==> config.mk <==
export PLATFORM = sky130hd
export DESIGN_NAME = gzsb_ctrl
export DESIGN_NICKNAME = d
export VERILOG_FILES = /design/src/rtl/core/guard_zone_shadow_bitmap_unit_assert.svh /design/src/rtl/core/gzsb_pkg.sv /design/src/rtl/core/gzsb_ctrl.sv
export SDC_FILE = /design/constraint.sdc
export NUM_CORES = 1
export LEC_CHECK = 0
export ABC_AREA = 1
export BUFFER_PORTS_ARGS = -buffer_cell sky130_fd_sc_hd__buf_2
export CORE_AREA = 5 5 42 44
export CTS_BUF_LIST = sky130_fd_sc_hd__clkbuf_8
export DETAILED_ROUTE_END_ITERATION = 6
export DIE_AREA = 0 0 47 49
export SETUP_SLACK_MARGIN = 0.15
export SYNTH_ARGS = -nofsm -noshare
export SYNTH_HDL_FRONTEND = slang
export SYNTH_SLANG_ARGS = --single-unit
==> constraint.sdc <==
create_clock -name i_clk -period 1.4 [get_ports i_clk]
set_input_delay 0.07 -clock i_clk [delete_from_list [all_inputs] [get_ports i_clk]]
set_output_delay 0.07 -clock i_clk [all_outputs]
set_load 0.005 [all_outputs]
==> src/rtl/core/guard_zone_shadow_bitmap_unit_assert.svh <==
// Assertion macros for the guard zone shadow bitmap unit.
// Included by files that check their own behavior; no other dependencies.
`ifndef GUARD_ZONE_SHADOW_BITMAP_UNIT_ASSERT_SVH
`define GUARD_ZONE_SHADOW_BITMAP_UNIT_ASSERT_SVH
`ifndef SYNTHESIS
`define GZSB_ASSERT_SAME(label, clk, rst_n, ante, cons, msg) \
    label: assert property (@(posedge clk) disable iff (!(rst_n)) (ante) |-> (cons)) \
        else $error(msg);
`define GZSB_ASSERT_NEXT(label, clk, rst_n, ante, cons, msg) \
    label: assert property (@(posedge clk) disable iff (!(rst_n)) (ante) |=> (cons)) \
        else $error(msg);
`else
`define GZSB_ASSERT_SAME(label, clk, rst_n, ante, cons, msg)
`define GZSB_ASSERT_NEXT(label, clk, rst_n, ante, cons, msg)
`endif
`endif

==> src/rtl/core/gzsb_pkg.sv <==
// Shared types and constants of the guard zone shadow bitmap unit.
// No dependencies; imported by the controller, the datapath and the top level.
`default_nettype none

package gzsb_pkg;

    localparam int RUN_BITS      = 16;
    localparam int CNT_BITS      = RUN_BITS - 3;
    localparam int OUT_W         = 24;
    localparam int OUT_PAD       = OUT_W - RUN_BITS - 4;
    localparam int WORD_GRANULES = 64;

    localparam logic [RUN_BITS-1:0] LIMIT_RESET = 16'hFFF8;

    typedef enum logic [1:0] {
        MODE_MARK    = 2'd0,
        MODE_UNMARK  = 2'd1,
        MODE_QUERY   = 2'd2,
        MODE_MEASURE = 2'd3
    } t_mode;

    typedef enum logic [1:0] {
        ST_OK       = 2'd0,
        ST_MISALIGN = 2'd1,
        ST_BAD_LEN  = 2'd2,
        ST_RANGE    = 2'd3
    } t_status;

    typedef enum logic [3:0] {
        S_CLEAR,
        S_IDLE,
        S_MRD,
        S_MWR,
        S_QRD,
        S_QEV,
        S_RRD,
        S_SCAN,
        S_DONE
    } t_state;

    typedef struct packed {
        logic clr_step;
        logic ld_req;
        logic mem_rd;
        logic mark_wr;
        logic query_cap;
        logic scan_step;
        logic out_load;
    } t_cmd;

    typedef struct packed {
        t_mode in_op;
        logic  in_trivial;
        logic  clr_last;
        logic  mark_last;
        logic  scan_done;
        logic  scan_next_word;
        logic  out_free;
    } t_sts;

endpackage

`default_nettype wire

==> src/rtl/core/gzsb_ctrl.sv <==
// Controller state machine of the guard zone shadow bitmap unit.
// Depends on gzsb_pkg; drives the datapath by command and reads its status.
`default_nettype none

module gzsb_ctrl (
    input  wire logic          i_clk,
    input  wire logic          i_rst_n,
    input  wire logic          i_in_valid,
    output logic               o_in_ready,
    input  wire gzsb_pkg::t_sts i_sts,
    output gzsb_pkg::t_cmd     o_cmd
);

    import gzsb_pkg::*;

    t_state r_state;
    t_state n_state;

    always_ff @(posedge i_clk) begin
        if (!i_rst_n) begin
            r_state <= S_CLEAR;
        end else begin
            r_state <= n_state;
        end
    end

    always_comb begin
        n_state    = r_state;
        o_cmd      = '0;
        o_in_ready = 1'b0;
        case (r_state)
            S_CLEAR: begin
                o_cmd.clr_step = 1'b1;
                if (i_sts.clr_last) begin
                    n_state = S_IDLE;
                end
            end
            S_IDLE: begin
                o_in_ready = 1'b1;
                if (i_in_valid) begin
                    o_cmd.ld_req = 1'b1;
                    if (i_sts.in_trivial) begin
                        n_state = S_DONE;
                    end else if (i_sts.in_op inside {MODE_MARK, MODE_UNMARK}) begin
                        n_state = S_MRD;
                    end else if (i_sts.in_op == MODE_QUERY) begin
                        n_state = S_QRD;
                    end else begin
                        n_state = S_RRD;
                    end
                end
            end
            S_MRD: begin
                o_cmd.mem_rd = 1'b1;
                n_state      = S_MWR;
            end
            S_MWR: begin
                o_cmd.mark_wr = 1'b1;
                n_state       = i_sts.mark_last ? S_DONE : S_MRD;
            end
            S_QRD: begin
                o_cmd.mem_rd = 1'b1;
                n_state      = S_QEV;
            end
            S_QEV: begin
                o_cmd.query_cap = 1'b1;
                n_state         = S_DONE;
            end
            S_RRD: begin
                o_cmd.mem_rd = 1'b1;
                n_state      = S_SCAN;
            end
            S_SCAN: begin
                o_cmd.scan_step = 1'b1;
                if (i_sts.scan_done) begin
                    n_state = S_DONE;
                end else if (i_sts.scan_next_word) begin
                    n_state = S_RRD;
                end
            end
            S_DONE: begin
                if (i_sts.out_free) begin
                    o_cmd.out_load = 1'b1;
                    n_state        = S_IDLE;
                end
            end
            default: begin
                n_state = S_CLEAR;
            end
        endcase
    end

endmodule

`default_nettype wire

# Word-level counts from Yosys, hierarchy flattened
# Cells that the tools add are included.
# word_totals
regBits	4
input_bits	11
elab_cells	40
# op_classes
eq_ne	14
n_mux	20
reduce_logical	5
# op_table
operator	n
$pmux 4 s9	1
$mux 4	8
$eq 4x3->1 const B	4
$mux 1	10
$eq 4x2->1 const B	2
$ne 2x2->1 const B	3
$eq 4x1->1 const B	1
$eq 4x4->1 const B	1
$logic_not 4->1	1
$reduce_and 4->1	1
$ne 3x3->1 const B	1
$reduce_or 3->1	1
$eq 2x1->1 const B	1
$eq 2x2->1 const B	1
$logic_not 2->1	1
$mux 2	1
$reduce_bool 2->1	1

# Logic depth before layout (Yosys ltp)
# logic_depth
word_depth	6
mapped_depth	8
ltp_nobuf	7

# Least setup slack after synthesis
# No wires, ideal clock.
# synth_timing
path_kind	register -> register
from	register r_state[2]
to	register r_state[3]
setup_time_ns	0.117
t_arrival_ns	0.920
required_time_ns	1.283
slack_ns	0.363
stages_incl_launch_ff	8
synth_period_minus_slack_ns	1.037
cell_sequence	dfxtp_1 -> inv_1 -> nor2_2 -> nand3_2 -> nand2_2 -> nor2_4 -> nand2_1 -> a21oi_1
# synth_via
elab_chain_len	3
elab_cells_between_ends	15
cone_classes	eq/ne: 12; mux: 1; reduce/logical: 2
# synth_lines
element	line_no	text
start, declared	gzsb_ctrl.sv:16	t_state r_state;
start signal, assigned	gzsb_ctrl.sv:23	r_state <= n_state;
$eq 4x3->1 (tied with other cells)	gzsb_ctrl.sv:31	case (r_state)
$ne 3x3->1 (no line) / $ne 2x2->1 (equally long branches)	--	
$reduce_and 4->1 (no line)	--	
# Parallel ways exist; a longest one is shown, timed or not.
# A chain may end at the register's enable or synchronous reset.

# Worst setup path in the final report
# Same ends and word-level chain as after synthesis.

==> reports/results.txt <==
The flow ran to the end, and the final reports show no timing, DRC or antenna violations. For the number of iterations in the first detailed-routing pass, the log shows 4. The logs give 1.15 mm for the total detailed-routing wirelength and 175 for the number of filler cells placed in the layout. The clock period could shrink to 1160 ps. For this run, the post-layout net count is 105. The estimated wirelength of the detail-placed design is 892 um. The worst hold path terminates at r_state[2]$_SDFFE_PN0P_. r_state holds more flip-flops than any other register. The count of nets left with antenna violations once routing finished came out at 0. The maximum net fanout on the critical path was 4; the max capacitance violation total was 0. For this design the ratio of total power to cell area is 1180 mW/mm2. For the worst-skew pair, the clock arrives at the later sink with an insertion delay of 230 ps. The region available for standard cell placement spans 0.00140 mm2. For the number of slew-limit violations in the final report, the log shows 0. CTS placed an instance of clkbuf_8 at the clock tree root.

The static leakage came out at 0.326 nW. In the global route stage, met3 resource usage came out at 2.21%. The register with the most flip-flops in the layout has 4 of them. Global routing consumed, on the met2 layer, 18.1% of the routing resources. The post-route netlist has 47.8% of its cells at a drive strength greater than 1. For this run, design rule violations remaining after detail routing come to 0. The area of the die was 0.00230 mm2. After synthesis, flip-flops and latches occupy 19.7% of the total area. The wire length of the first global-routing pass was 1.97 mm. In the layout the commonest cells are buf_2 (18), nand2_1 (14), nand3_1 (9), nor2_1 (7), inv_1 (7). Static timing analysis puts the maximum clock frequency at 0.859 GHz. Cell count of the worst reg-to-reg path: 8. Setup repair after global routing could not meet its margin everywhere. The register bit count reported by yosys is 4, and the final core utilization is 42.7%. For flop-to-flop paths, the worst setup slack is 240 ps. Startpoint of the worst hold path: i_rst_n. Count of warnings emitted by yosys: 0. The tools report the via count of the first global-routing pass as 517. TritonCTS built the clock tree. A synthesized cell averages 5.89 um2.

Clock-pin slew was measured on the worst setup and hold paths at 40 ps. Once the floorplan was initialized, standard cells occupied 29.0% of the core. The remaining global-route overflow is 0, and the final hold violation count is 0. The count of buffers inserted at the top-level ports is 18, and the hold slack is 128 ps. Detailed routing inserted a total of 505 vias. At the end of routability-driven placement, the weighted congestion stood at 0.807. Critical path class: register to register. Leaving out fill and tap cells, the most frequent cell in the layout is buf_2. The initial antenna violation count is 0, and the maximum buffer depth of the clock tree is 2. Relative to the synthesized area, the layout overhead comes to 47.1%. Number of buffers inserted by hold repair at cts: 0. The share of the cycle needed by the critical path after routing works out to 83.1%. Counting instances, the worst hold path has a depth of 3. The largest registers in the layout are r_state (4). The global router's overall resource usage was 12.1%; the worst path required time was 1550 ps.

Setup violations remaining at the end of the flow were counted as 0. The netlist uses 18 different library cells. The die boundary height is 49 um, and the number of levels in the clock H-tree is 1. The number of inserted diodes was 0. met2 is the most crowded layer. In the global route stage, met1 resource usage came out at 13.4%. The floorplan has 14 rows. The run gives 19 as the number of placed I/O pins. In the routed layout, each cell is associated on average with a via count of 4.68. IR analysis of the VDD net gives a maximum drop of 0.567 mV. The tools report the worst-case headroom to the max-slew limit as 85.5%. STA classifies the critical path startpoint as a register. The tools report the kind of end point of the critical path as a register. The total nets after synthesis is 80, and the actual slew at the worst max-slew pin is 218 ps.

Entering global routing, the biggest net connects 9 pins. The average wire per cell in the routed design is 10.6 um, and the total power draw is 0.706 mW. The gate count of the mapped netlist is 69, and the setup TNS after final layout is 0 ps. The clock drives 4 sinks. The clock arrives with 7.98 ps of skew. The detailed router finished its first iteration with 7 violations. Endpoint of the worst-slack reg-to-reg timing path: r_state[3]$_SDFFE_PN0P_. The die is 47 um wide. In this run the critical register-to-register path is launched from r_state[2]$_SDFFE_PN0P_. After synthesis the cells add up to 407 um2. The logs give 1320 ps for the critical path arrival and 3 for the total CTS buffers. The path type of the worst min-delay path was primary input to register.
final cells by class:
cell class	count	area (um2)	share of cell area, %
Clock buffer	3	41.3	6.90
Inverter	12	45.0	7.53
Multi-Input combinational cell	51	282	47.1
Sequential cell	4	90.1	15.1
Tap cell	16	20.0	3.35
Timing Repair Buffer	22	120	20.1
cell families after synthesis:
group | synth area share [%]
compound gates | 9.23
buf+inv | 16.6
flops | 19.7
simple gates | 54.5
through the flow:
| stage | setup slack [ps] | area, um2 | instances |
|---|---|---|---|
| final | 236 | 598 | 108 |
| after global routing | 137 | 598 | 108 |
| after CTS | 168 | 576 | 108 |
| after detailed placement | 131 | 494 | 101 |
| after global placement | 131 | 494 | 101 |
| after floorplan | 363 | 407 | 69 |
how the worst max path moves through the flow:
| stage | from | endpoint |
|---|---|---|
| after floorplan | r_state[2]$_SDFFE_PN0P_ | r_state[3]$_SDFFE_PN0P_ |
| after global placement | r_state[0]$_SDFFE_PN0P_ | r_state[3]$_SDFFE_PN0P_ |
| after detailed placement | r_state[0]$_SDFFE_PN0P_ | r_state[3]$_SDFFE_PN0P_ |
| after CTS | r_state[2]$_SDFFE_PN0P_ | o_cmd[4] |
| after global routing | r_state[2]$_SDFFE_PN0P_ | r_state[1]$_SDFFE_PN0P_ |
| final | r_state[2]$_SDFFE_PN0P_ | r_state[3]$_SDFFE_PN0P_ |
worst max-delay path: stages, from the launching register on:
cell	delay, ps
dfxtp_4	350
inv_2	80
nor2_4	50
buf_4	130
nand3_2	90
nand2_2	70
nor2_4	130
nand2_1	70
a21oi_1	120
routing by layer:
layer  up-vias  wire [um]
li1        266          -
met1       220        457
met2        16        599
met3         3         57
met4         0         36
met5         -          0
cell usage after synthesis, drive strengths merged:
master  number  area, um2
nand2       17       76.3
inv         12       45.0
nor2        12       60.1
nand3       10       55.1
a21oi        5       25.0
dfxtp        4       80.1
buf          2       22.5
nand4        2       12.5
nor3         2       10.0
nand3b       1       7.51
o211ai       1       7.51
o21ai        1       5.00
power breakdown:
| group | switching (mW) | leakage (nW) | internal, mW |
|---|---|---|---|
| Combinational | 0.150 | 0.270 | 0.122 |
| Clock | 0.0722 | 0.0216 | 0.184 |
| Sequential | 0.0426 | 0.0350 | 0.135 |
what timing repair did:
| item | in CTS | in global routing |
|---|---|---|
| setup endpoints to repair | 8 | 10 |
| pin swaps | 2 | 1 |
| resized for setup | 4 | 10 |
| setup buffers | 4 | 0 |
No activity file was read; power rests on OpenSTA's default activity.
